### src/design/xcc_pkg.sv
// Shared types, constants and round functions for the XChaCha20 cipher.
package xcc_pkg;

   localparam int unsigned RoundCount = 20;
   localparam int unsigned HRoundCount = 20;
   localparam int unsigned RegCount = 8;
   localparam int unsigned AddrWidth = 6;
   localparam int unsigned QueueDepth = 2;

   localparam logic [31:0] Sigma0 = 32'h61707865;
   localparam logic [31:0] Sigma1 = 32'h3320646e;
   localparam logic [31:0] Sigma2 = 32'h79622d32;
   localparam logic [31:0] Sigma3 = 32'h6b206574;

   // Register indexes
   localparam logic [2:0] RegKey0 = 3'd0;
   localparam logic [2:0] RegKey1 = 3'd1;
   localparam logic [2:0] RegKey2 = 3'd2;
   localparam logic [2:0] RegKey3 = 3'd3;
   localparam logic [2:0] RegNonce0 = 3'd4;
   localparam logic [2:0] RegNonce1 = 3'd5;
   localparam logic [2:0] RegNonce2 = 3'd6;
   localparam logic [2:0] RegCounter = 3'd7;

   typedef logic [31:0] word_type;
   typedef word_type [15:0] block_type;

   // One classified item between front and back
   typedef struct packed {
      logic [31:0] data;
      logic [2:0]  count;
      logic        last;
      logic        derive;  // subkey must be derived first
      logic        fresh;   // a new keystream block is needed
      logic [3:0]  pos;
   } item_type;

   typedef enum logic [2:0] {
      ST_IDLE,
      ST_HROUND,
      ST_KROUND,
      ST_ADD,
      ST_OUT
   } back_state_type;

   function automatic word_type rotl(input word_type v, input int unsigned n);
      rotl = (v << n) | (v >> (32 - n));
   endfunction

   function automatic logic [127:0] qround(input word_type a, input word_type b,
                                          input word_type c, input word_type d);
      word_type ta, tb, tc, td;
      ta = a; tb = b; tc = c; td = d;
      ta = ta + tb; td = rotl(td ^ ta, 16);
      tc = tc + td; tb = rotl(tb ^ tc, 12);
      ta = ta + tb; td = rotl(td ^ ta, 8);
      tc = tc + td; tb = rotl(tb ^ tc, 7);
      qround = {td, tc, tb, ta};
   endfunction

   // One column or diagonal round
   function automatic block_type do_round(input block_type s, input logic diag);
      block_type r;
      logic [127:0] q;
      r = s;
      if (!diag) begin
         for (int i = 0; i < 4; i++) begin
            q = qround(s[i], s[4+i], s[8+i], s[12+i]);
            {r[12+i], r[8+i], r[4+i], r[i]} = q;
         end
      end else begin
         q = qround(s[0], s[5], s[10], s[15]);
         {r[15], r[10], r[5], r[0]} = q;
         q = qround(s[1], s[6], s[11], s[12]);
         {r[12], r[11], r[6], r[1]} = q;
         q = qround(s[2], s[7], s[8], s[13]);
         {r[13], r[8], r[7], r[2]} = q;
         q = qround(s[3], s[4], s[9], s[14]);
         {r[14], r[9], r[4], r[3]} = q;
      end
      do_round = r;
   endfunction

endpackage

### src/design/xcc_queue.sv
// Short queue of classified items between front and back.
module xcc_queue (
   input  logic              clock,
   input  logic              reset,
   input  logic              push,
   input  xcc_pkg::item_type push_item,
   output logic              full,
   output logic              nonempty,
   input  logic              pop,
   output xcc_pkg::item_type head
);
   import xcc_pkg::*;

   item_type   slot_ff [QueueDepth];
   logic       wptr_ff, wptr_in, rptr_ff, rptr_in;
   logic [1:0] cnt_ff, cnt_in;

   assign full = (cnt_ff == 2'(QueueDepth));
   assign nonempty = (cnt_ff != 2'd0);
   assign head = slot_ff[rptr_ff];

   always_comb begin
      wptr_in = push ? !wptr_ff : wptr_ff;
      rptr_in = pop ? !rptr_ff : rptr_ff;
      cnt_in = cnt_ff + {1'b0, push} - {1'b0, pop};
   end

   always_ff @(posedge clock) begin
      if (push) slot_ff[wptr_ff] <= push_item;
   end

   always_ff @(posedge clock) begin
      if (reset) begin
         wptr_ff <= 1'b0;
         rptr_ff <= 1'b0;
         cnt_ff <= 2'd0;
      end else begin
         wptr_ff <= wptr_in;
         rptr_ff <= rptr_in;
         cnt_ff <= cnt_in;
      end
   end
endmodule

### config.mk
export PLATFORM = sky130hd
export DESIGN_NAME = xcc_queue
export DESIGN_NICKNAME = d
export VERILOG_FILES = /design/src/design/xcc_pkg.sv /design/src/design/xcc_queue.sv
export SDC_FILE = /design/constraint.sdc
export NUM_CORES = 1
export LEC_CHECK = 0
export BUFFER_PORTS_ARGS = -buffer_cell sky130_fd_sc_hd__buf_2
export CAP_MARGIN = 20
export CELL_PAD_IN_SITES_DETAIL_PLACEMENT = 1
export CELL_PAD_IN_SITES_GLOBAL_PLACEMENT = 1
export CORE_UTILIZATION = 44
export CTS_CLUSTER_SIZE = 8
export DETAILED_ROUTE_END_ITERATION = 8
export PLACE_DENSITY = 0.82
export SLEW_MARGIN = 30
export SYNTH_ARGS = -nofsm -noshare
export SYNTH_HDL_FRONTEND = slang
export SYNTH_SLANG_ARGS = --single-unit
### constraint.sdc
create_clock -name clock -period 3.25 [get_ports clock]
set_input_delay 0.1625 -clock clock [delete_from_list [all_inputs] [get_ports clock]]
set_output_delay 0.1625 -clock clock [all_outputs]
set_load 0.03 [all_outputs]
==> reports/results.tsv <==
stage	metric	value	unit
timing	Pins Over Slew Limit	0	
routing	antenna-violating nets left	0	
die	die area	8210	µm²
timing	Fmax	0.456	GHz
timing	final worst slack	1.06	ns
final_layout	highest-count cells in the layout ignoring fill and taps	buf_2, edfxtp_1, mux2_4	
power	Power Total	2.55	mW
final_layout	ant diodes	0	
critical_path	Reg2Reg Setup Slack	1.52	ns
synth	syn_nets	200	
place	Final HPWL DP	4170	µm
final_layout	fraction of layout cells with a size suffix above 1	52.4	%
timing	unrepaired setup endpoints after global routing	false	
final_layout	commonest non-fill, non-tap cell in the layout	buf_2	
power	Internal	1.90	mW
routing	vias	1784	
clocking	postcts setup bufs	0	
power	leak pwr	1.81	nW
power	sequential power share	53.8	%
routing	WL final	6250	µm
synth	mean post-synth cell area	22.7	µm²
clocking	H-tree levels	3	
clocking	cts bufs inserted	9	
routing	DR iter-0 viols	72	
min_path	Hold WC Path Type	in -> reg	
power	power per cell area	565	nW/µm²
clocking	Sink Count	89	
place	Placement Setup Slack	1.39	ns
status	outcome	completed	
timing	Max Clock Skew	0.0142	ns
die	Ports	90	
synth	flop and latch count out of synthesis	89	
final_layout	fillers	679	
critical_path	CP Capture Type	output pin	
clocking	post_cts resized	0	
power	combinational power share	18.0	%
synth	Yosys cell types	14	
routing	vias per cell	4.59	
final_layout	final net count	333	
critical_path	CP Launch Type	flip-flop	
clocking	clock tree buffer depth	2	
critical_path	worst-path maximum fanout	24	
place	number of placed cells counting well taps	339	
grt	GR Util All Layers	15.9	%
final_layout	area occupied by multi-input gates	743	µm²
synth	Syn Inst Count	152	
timing	Setup Viol. Count Final	0	
grt	gr ovfl total	0	
timing	Fin. Hold Viols	0	
die	die width	90.6	µm
routing	DRC viols	0	
timing	min cycle time layout	2.19	ns
place	PortBufs	89	
die	die height	90.6	µm
die	Core Footprint	7410	µm²
power	Worst VDD drop	298	µV
power	net switching power	653	µW
critical_path	category of the most critical setup path	reg -> out	
grt	largest net degree at the start of global routing	31	
timing	final period utilization	67.5	%
synth	Synth Cell Area	3460	µm²
clocking	CTS tree	built	
grt	number of global-route vias before repair	1991	
die	Initial Utilization	46.6	%
place	placed cell area	3990	µm²
timing	Max-slew headroom	41.1	%
grt	first-pass GRT wire length	9640	µm
grt	antenna violations before repair	0	
final_layout	Final Cell Area	4510	µm²
flow_run	maxcap violations	0	
synth	sequential-to-total area share from yosys stat	75.9	%
clocking	clock transition at the registers of the reported paths	0.08	ns
timing	setup TNS	0	ns
power	Clk pwr share	28.2	%
final_layout	Syn-to-layout area delta	30.6	%
synth	Synth warnings	0	
routing	number of iterations in the first detailed-routing pass	4	
final_layout	Finished Layout Cells	389	
critical_path	crit path DAT	2.03	ns
place	GPL Wtd Cong	0.724	
die	Row Count	31	
clocking	root buffer cell	clkbuf_8	
power	Sw Ratio	25.6	%
critical_path	Critical Path RT	3.09	ns
timing	Slew @ Worst Pin	0.881	ns
final_layout	Register Area	2620	µm²
clocking	latest clock arrival within the worst-skew pair	0.35	ns
routing	wire per inst	16.1	µm
-- metal layers --
metal | GRT usage, % | share of wire, % | up-vias
met2 | 28.3 | 52 | 56
li1 | - | - | 849
met1 | 18.1 | 42 | 869
met3 | 3.62 | 4.1 | 10
met5 | 0 | 0 | -
met4 | 7.26 | 2.0 | 0
-- worst paths after layout --
kind / from / endpoint / depth (start not counted)
max: flip-flop / head[22] / 3
min: push_item[19] / slot_ff[0][19]$_DFFE_PP_ / 1
max reg2reg: wptr_ff$_SDFFE_PP0P_ / slot_ff[0][6]$_DFFE_PP_ / 2
min reg2reg: rptr_ff$_SDFFE_PP0P_ / rptr_ff$_SDFFE_PP0P_ / 2
-- power groups by stage --
| stage | combinational (mW) | sequential [mW] | clock [mW] |
|---|---|---|---|
| 3_3_place_gp | 0.416 | 1.40 | 0 |
| 4_1_cts | 0.464 | 1.38 | 0.736 |
| 6_report | 0.459 | 1.37 | 0.719 |
| 3_5_place_dp | 0.429 | 1.40 | 0 |
| 5_1_grt | 0.486 | 1.38 | 0.770 |
| 2_1_floorplan | 0.340 | 1.38 | 0 |
-- logic make-up after synthesis --
logic type | count (synthesis) | share of synthesized area [%]
buf+inv | 7 | 2.86
xor+xnor | 3 | 1.16
flops | 89 | 75.9
simple gates | 9 | 1.34
mux | 42 | 18.0
fa+ha+maj | 2 | 0.724
-- state kept, by name (all words and copies together), names as in the netlist, named ones only --
register  flops
wptr_ff       1
slot_ff      84
rptr_ff       1
cnt_ff        2
-- critical path, stage by stage (launching register included) --
cell and delay (ns):
dfxtp_2 0.82, buf_4 0.36, mux2_4 0.32, buf_2 0.18
-- synthesized netlist by cell type --
cell type   n  share of area, %
or2_2       1              0.18
mux2_4     40                17
buf_6       1              0.33
ha_1        2              0.72
inv_1       2              0.22
nor2_1      4              0.43
dfxtp_1     5               2.9
nor2b_1     3              0.54
mux2_2      2              0.65
buf_12      4               2.3
xnor2_1     2              0.51
xnor3_1     1              0.65
edfxtp_1   84                73
and2_1      1              0.18
-- per-stage QoR --
stage	hold WS, ns	utilization [%]
6_report	0.0151	60.9
4_1_cts	0.00274	60.9
3_5_place_dp	0.354	53.8
3_3_place_gp	0.350	53.5
2_1_floorplan	0.234	-
5_1_grt	0.00238	60.9
-- timing repair --
| item | 4_1_cts | 5_1_grt |
|---|---|---|
| hold buffers | 34 | 0 |
| endpoints found under the hold margin | 65 | 0 |
| setup endpoints to repair | 0 | 0 |
-- layout make-up --
class,instances,share of cell area (%)
Clock buffer,11,2.91
Tap cell,99,2.74
Timing Repair Buffer,127,18.3
Multi-Input combinational cell,56,16.5
Sequential cell,89,58.1
Clock inverter,5,1.25
Inverter,2,0.166
(Power assumes the default switching activity.)
