[src/design/xcc_pkg.sv]
// Shared types, constants and round functions for the XChaCha20 cipher.
package xcc_pkg;

   localparam int unsigned RoundCount = 20;
   localparam int unsigned HRoundCount = 20;
   localparam int unsigned RegCount = 8;
   localparam int unsigned AddrWidth = 6;
   localparam int unsigned QueueDepth = 2;

   localparam logic [31:0] Sigma0 = 32'h61707865;
   localparam logic [31:0] Sigma1 = 32'h3320646e;
   localparam logic [31:0] Sigma2 = 32'h79622d32;
   localparam logic [31:0] Sigma3 = 32'h6b206574;

   // Register indexes
   localparam logic [2:0] RegKey0 = 3'd0;
   localparam logic [2:0] RegKey1 = 3'd1;
   localparam logic [2:0] RegKey2 = 3'd2;
   localparam logic [2:0] RegKey3 = 3'd3;
   localparam logic [2:0] RegNonce0 = 3'd4;
   localparam logic [2:0] RegNonce1 = 3'd5;
   localparam logic [2:0] RegNonce2 = 3'd6;
   localparam logic [2:0] RegCounter = 3'd7;

   typedef logic [31:0] word_type;
   typedef word_type [15:0] block_type;

   // One classified item between front and back
   typedef struct packed {
      logic [31:0] data;
      logic [2:0]  count;
      logic        last;
      logic        derive;  // subkey must be derived first
      logic        fresh;   // a new keystream block is needed
      logic [3:0]  pos;
   } item_type;

   typedef enum logic [2:0] {
      ST_IDLE,
      ST_HROUND,
      ST_KROUND,
      ST_ADD,
      ST_OUT
   } back_state_type;

   function automatic word_type rotl(input word_type v, input int unsigned n);
      rotl = (v << n) | (v >> (32 - n));
   endfunction

   function automatic logic [127:0] qround(input word_type a, input word_type b,
                                          input word_type c, input word_type d);
      word_type ta, tb, tc, td;
      ta = a; tb = b; tc = c; td = d;
      ta = ta + tb; td = rotl(td ^ ta, 16);
      tc = tc + td; tb = rotl(tb ^ tc, 12);
      ta = ta + tb; td = rotl(td ^ ta, 8);
      tc = tc + td; tb = rotl(tb ^ tc, 7);
      qround = {td, tc, tb, ta};
   endfunction

   // One column or diagonal round
   function automatic block_type do_round(input block_type s, input logic diag);
      block_type r;
      logic [127:0] q;
      r = s;
      if (!diag) begin
         for (int i = 0; i < 4; i++) begin
            q = qround(s[i], s[4+i], s[8+i], s[12+i]);
            {r[12+i], r[8+i], r[4+i], r[i]} = q;
         end
      end else begin
         q = qround(s[0], s[5], s[10], s[15]);
         {r[15], r[10], r[5], r[0]} = q;
         q = qround(s[1], s[6], s[11], s[12]);
         {r[12], r[11], r[6], r[1]} = q;
         q = qround(s[2], s[7], s[8], s[13]);
         {r[13], r[8], r[7], r[2]} = q;
         q = qround(s[3], s[4], s[9], s[14]);
         {r[14], r[9], r[4], r[3]} = q;
      end
      do_round = r;
   endfunction

endpackage

[src/design/xcc_front.sv]
// Front end: accepts input words and tags them with subkey and block needs.
module xcc_front (
   input  logic              clock,
   input  logic              reset,
   input  logic              cfg_write,
   input  logic              req_valid,
   output logic              req_ready,
   input  logic [31:0]       req_data_in,
   input  logic [2:0]        req_byte_count,
   input  logic              req_last_in,
   output logic              push,
   output xcc_pkg::item_type push_item,
   input  logic              queue_full
);
   import xcc_pkg::*;

   logic       subkey_ok_ff, subkey_ok_in;
   logic [3:0] pos_ff, pos_in;

   assign req_ready = !queue_full;
   assign push = req_valid && req_ready;

   // Classify the word
   always_comb begin
      push_item.data = req_data_in;
      push_item.count = req_byte_count;
      push_item.last = req_last_in;
      push_item.derive = !subkey_ok_ff;
      push_item.fresh = (pos_ff == 4'd0);
      push_item.pos = pos_ff;
   end

   // Track word position and subkey status
   always_comb begin
      subkey_ok_in = subkey_ok_ff;
      pos_in = pos_ff;
      if (cfg_write) begin
         subkey_ok_in = 1'b0;
         pos_in = 4'd0;
      end else if (push) begin
         subkey_ok_in = 1'b1;
         if (req_last_in || pos_ff == 4'd15) pos_in = 4'd0;
         else pos_in = pos_ff + 4'd1;
      end
   end

   always_ff @(posedge clock) begin
      if (reset) begin
         subkey_ok_ff <= 1'b0;
         pos_ff <= 4'd0;
      end else begin
         subkey_ok_ff <= subkey_ok_in;
         pos_ff <= pos_in;
      end
   end
endmodule

[config.mk]
export PLATFORM = sky130hd
export DESIGN_NAME = xcc_front
export DESIGN_NICKNAME = d
export VERILOG_FILES = /design/src/design/xcc_pkg.sv /design/src/design/xcc_front.sv
export SDC_FILE = /design/constraint.sdc
export NUM_CORES = 1
export LEC_CHECK = 0
export BUFFER_PORTS_ARGS = -buffer_cell sky130_fd_sc_hd__buf_2
export CAP_MARGIN = 10
export CORE_ASPECT_RATIO = 1.4
export CORE_UTILIZATION = 28
export CTS_CLUSTER_SIZE = 8
export DETAILED_ROUTE_END_ITERATION = 10
export PLACE_DENSITY = 0.85
export SKIP_LAST_GASP = 1
export SYNTH_ARGS = -nofsm -noshare
export SYNTH_HDL_FRONTEND = slang
export SYNTH_SLANG_ARGS = --single-unit
export TNS_END_PERCENT = 30
[constraint.sdc]
create_clock -name clock -period 1.4 [get_ports clock]
set_input_delay 0.14 -clock clock [delete_from_list [all_inputs] [get_ports clock]]
set_output_delay 0.14 -clock clock [all_outputs]
set_load 0.02 [all_outputs]
==> results.md <==
- Row count: 18
- Gr usage total: 0.107
- Mean routed wirelength per cell: 14.0 um
- Cell area power density: 896 nW/um^2
- Top-area cell type share of the netlist area: 0.499
- Most frequent cell after synthesis: buf_4
- Crit path cell chain: inv_1 -> ha_1 -> nor3b_1 -> buf_2
- Synth warnings: 0
- Top_reg_cell synth: dfxtp_1
- Vias in the first global route: 316
- Starting density of the core: 0.305
- Diodes inserted: 0
- Synth area leaders: buf_4 50%, dfxtp_1 18%, ha_1 4.6%, inv_1 3.5%, a21oi_1 2.8%
- Seq pwr share: 0.413
- Delay of the slowest critical-path stage: 400 ps
- Crit start category: register
- # clock sinks: 5
- Final ANT Viol Nets: 0
- CP arrival: 1150 ps
- Most crowded layer after global routing: met2
- Fmax: 774 MHz
- CP Capture Type: output pin
- Syn Nets: 112
- Post-Route Setup TNS: 0 ps
- First-pass GRT wire length: 1.44 mm
- Max-slew headroom: 0.752
- Via count: 337
- Die H: 54.0 um
- Post-layout nets: 95
- Cell taking the most area after synthesis: buf_4
- Hold buffer count at cts: 0
- M3 GR Usage: 0.0744
- Inst Count DP: 67
- Crit path required time: 1260 ps
- Slew Viols, Final: 0
- CTS tree: built
- Initial DRC Count: 7
- Cell-internal power: 0.269 mW
- Layout cells sized above 1: 0.392
- Fin. Hold Viols: 0
- DRT Pass-1 Iters: 4
- Max cap viols: 0
- Clock network fraction of total power: 0.470
- Post-synthesis register bit count: 5
- Critical path's slowest cell: dfxtp_1
- Total gr overflow: 0
- Cell variety after synth: 17
- Final RePlAce weighted congestion: 0.545
- Met1 usage: 0.0743
- Switching share of power: 0.238
- Tmin final: 1290 ps
- Core Box Area: 1780 um^2
- Die area: 2120 um^2
- Hold crit path type: input port to register
- I/O pins: 85
- Post-synth EDFFs: 0
- Root Driver: clkbuf_4
- Postcts setup bufs: 0
- Cell Area, Synth: 542 um^2
- Cells after Synth: 69
- Sequential fraction of the synthesis area: 0.185
- Max IR drop VDD: 0.202 mV
- Power share of the combinational group: 0.117
- Detail Placement HPWL: 789 um
- DR DRC count: 0
- Final wirelength: 991 um
- Pleak: 0.174 nW
- Largest net degree at the start of global routing: 8
- Global-route met2 utilization: 0.161
- Share of async-settable or async-resettable flops after synthesis: 0
- Buf/Inv on CP: 2
- Fin crit share: 0.923
- RSZ-0062 raised after global routing: no
- Chip width: 39.2 um
- Setup Skew: 5.42 ps
- Switching Power: 0.0839 mW
- Fin cells: 71
- Initial antenna violation count: 0
- Worst slew pin tran: 371 ps
- Crit Path Max Fanout: 5
- Post-synth top cells: 36 x buf_4, 5 x dfxtp_1, 5 x inv_1
- Via density: 4.75
- Worst-path clk slew: 50 ps
- Family with the most delay on the worst path: flip-flops
- Final Setup Violations: 0
- Worst-Skew Late Latency: 240 ps
- Synth-to-layout area growth: -27.3%
- Htree depth: 1
- PortBufs: 14
- Syn_area_per_cell: 7.85 um^2
- Crit Path Class: register to output pin
- TritonCTS Buffers: 3
- Status: finished clean
- Buffer levels on the longest clock path: 2
registers in the layout (all words and copies together), names as in the netlist:
| register | flops |
|---|---|
| pos_ff | 4 |
| subkey_ok_ff | 1 |
per-stage QoR:
| step | worst slack (ps) | utilization | instance area [um^2] | hold WS, ps | total power [mW] |
|---|---|---|---|---|---|
| after CTS | 45.9 | 0.221 | 393 | 211 | 0.364 |
| after global placement | 291 | 0.206 | 367 | 280 | 0.189 |
| final | 108 | 0.222 | 394 | 212 | 0.353 |
| after floorplan | 122 | - | 542 | 318 | 0.319 |
| after global routing | 13.5 | 0.222 | 394 | 203 | 0.387 |
| after detailed placement | 178 | 0.206 | 367 | 280 | 0.190 |
cells by family (layout without fill, tap and decap cells):
group / Yosys count / in the layout / synth area share
AOI/OAI and AO/OA: 6 / 6 / 0.0647
adders and majority gates: 2 / 2 / 0.0462
buffers and inverters: 41 / 23 / 0.533
DFF: 5 / 5 / 0.185
and+or+nand+nor: 15 / 15 / 0.171
power groups by stage:
stage	Sequential [mW]	Combinational, mW	Clock (mW)
floorplan	0.149	0.170	0
global placement	0.148	0.0412	0
detailed placement	0.148	0.0417	0
CTS	0.146	0.0419	0.177
global route	0.146	0.0454	0.196
finish	0.146	0.0412	0.166
final cells by class:
cell class / count / area, um^2
clock buffers: 4 / 26.3
fillers: 197 / 1390
inverters: 5 / 18.8
multi-input cells: 23 / 153
flip-flops and latches: 5 / 101
well taps: 20 / 25.0
repair buffers: 14 / 70.1
worst reg2reg max path: stages (launching register included):
cell and delay (ps):
dfxtp_1 420, nand3_1 130, or4_1 420, a31oi_1 190
cell usage in the layout (no fill, tap or decap):
cell,instances
or2_2,1
dfxtp_1,4
ha_1,2
buf_2,14
nor2_1,2
nand3b_1,1
nand2_1,3
or4_1,1
o21ai_0,1
a21oi_1,3
clkbuf_4,3
nor3b_1,2
nand4b_1,1
a32oi_1,1
clkbuf_1,1
nand2b_4,1
inv_1,5
a31oi_1,1
dfxtp_2,1
nand3_1,3
worst paths after layout:
check	start	endpoint	slack, ps	cells past startpoint
setup / recovery	pos_ff[1]$_SDFFE_PP0P_	push_item[4]	110	4
hold / removal	reset	pos_ff[0]$_SDFFE_PP0P_	210	3
setup reg to reg	pos_ff[2]$_SDFFE_PP0P_	pos_ff[3]$_SDFFE_PP0P_	150	3
hold reg to reg	subkey_ok_ff$_SDFFE_PP0P_	subkey_ok_ff$_SDFFE_PP0P_	450	2
routing by layer:
layer,vias up,routed length (um)
met5,-,0
met4,0,40
met3,10,166
met2,25,478
met1,152,306
li1,150,-
repair_timing:
action,CTS,global route
hold endpoints to repair,0,0
resized for setup,0,1
setup endpoints to repair,0,1
Note: power is estimated with default switching activity, not from simulation.
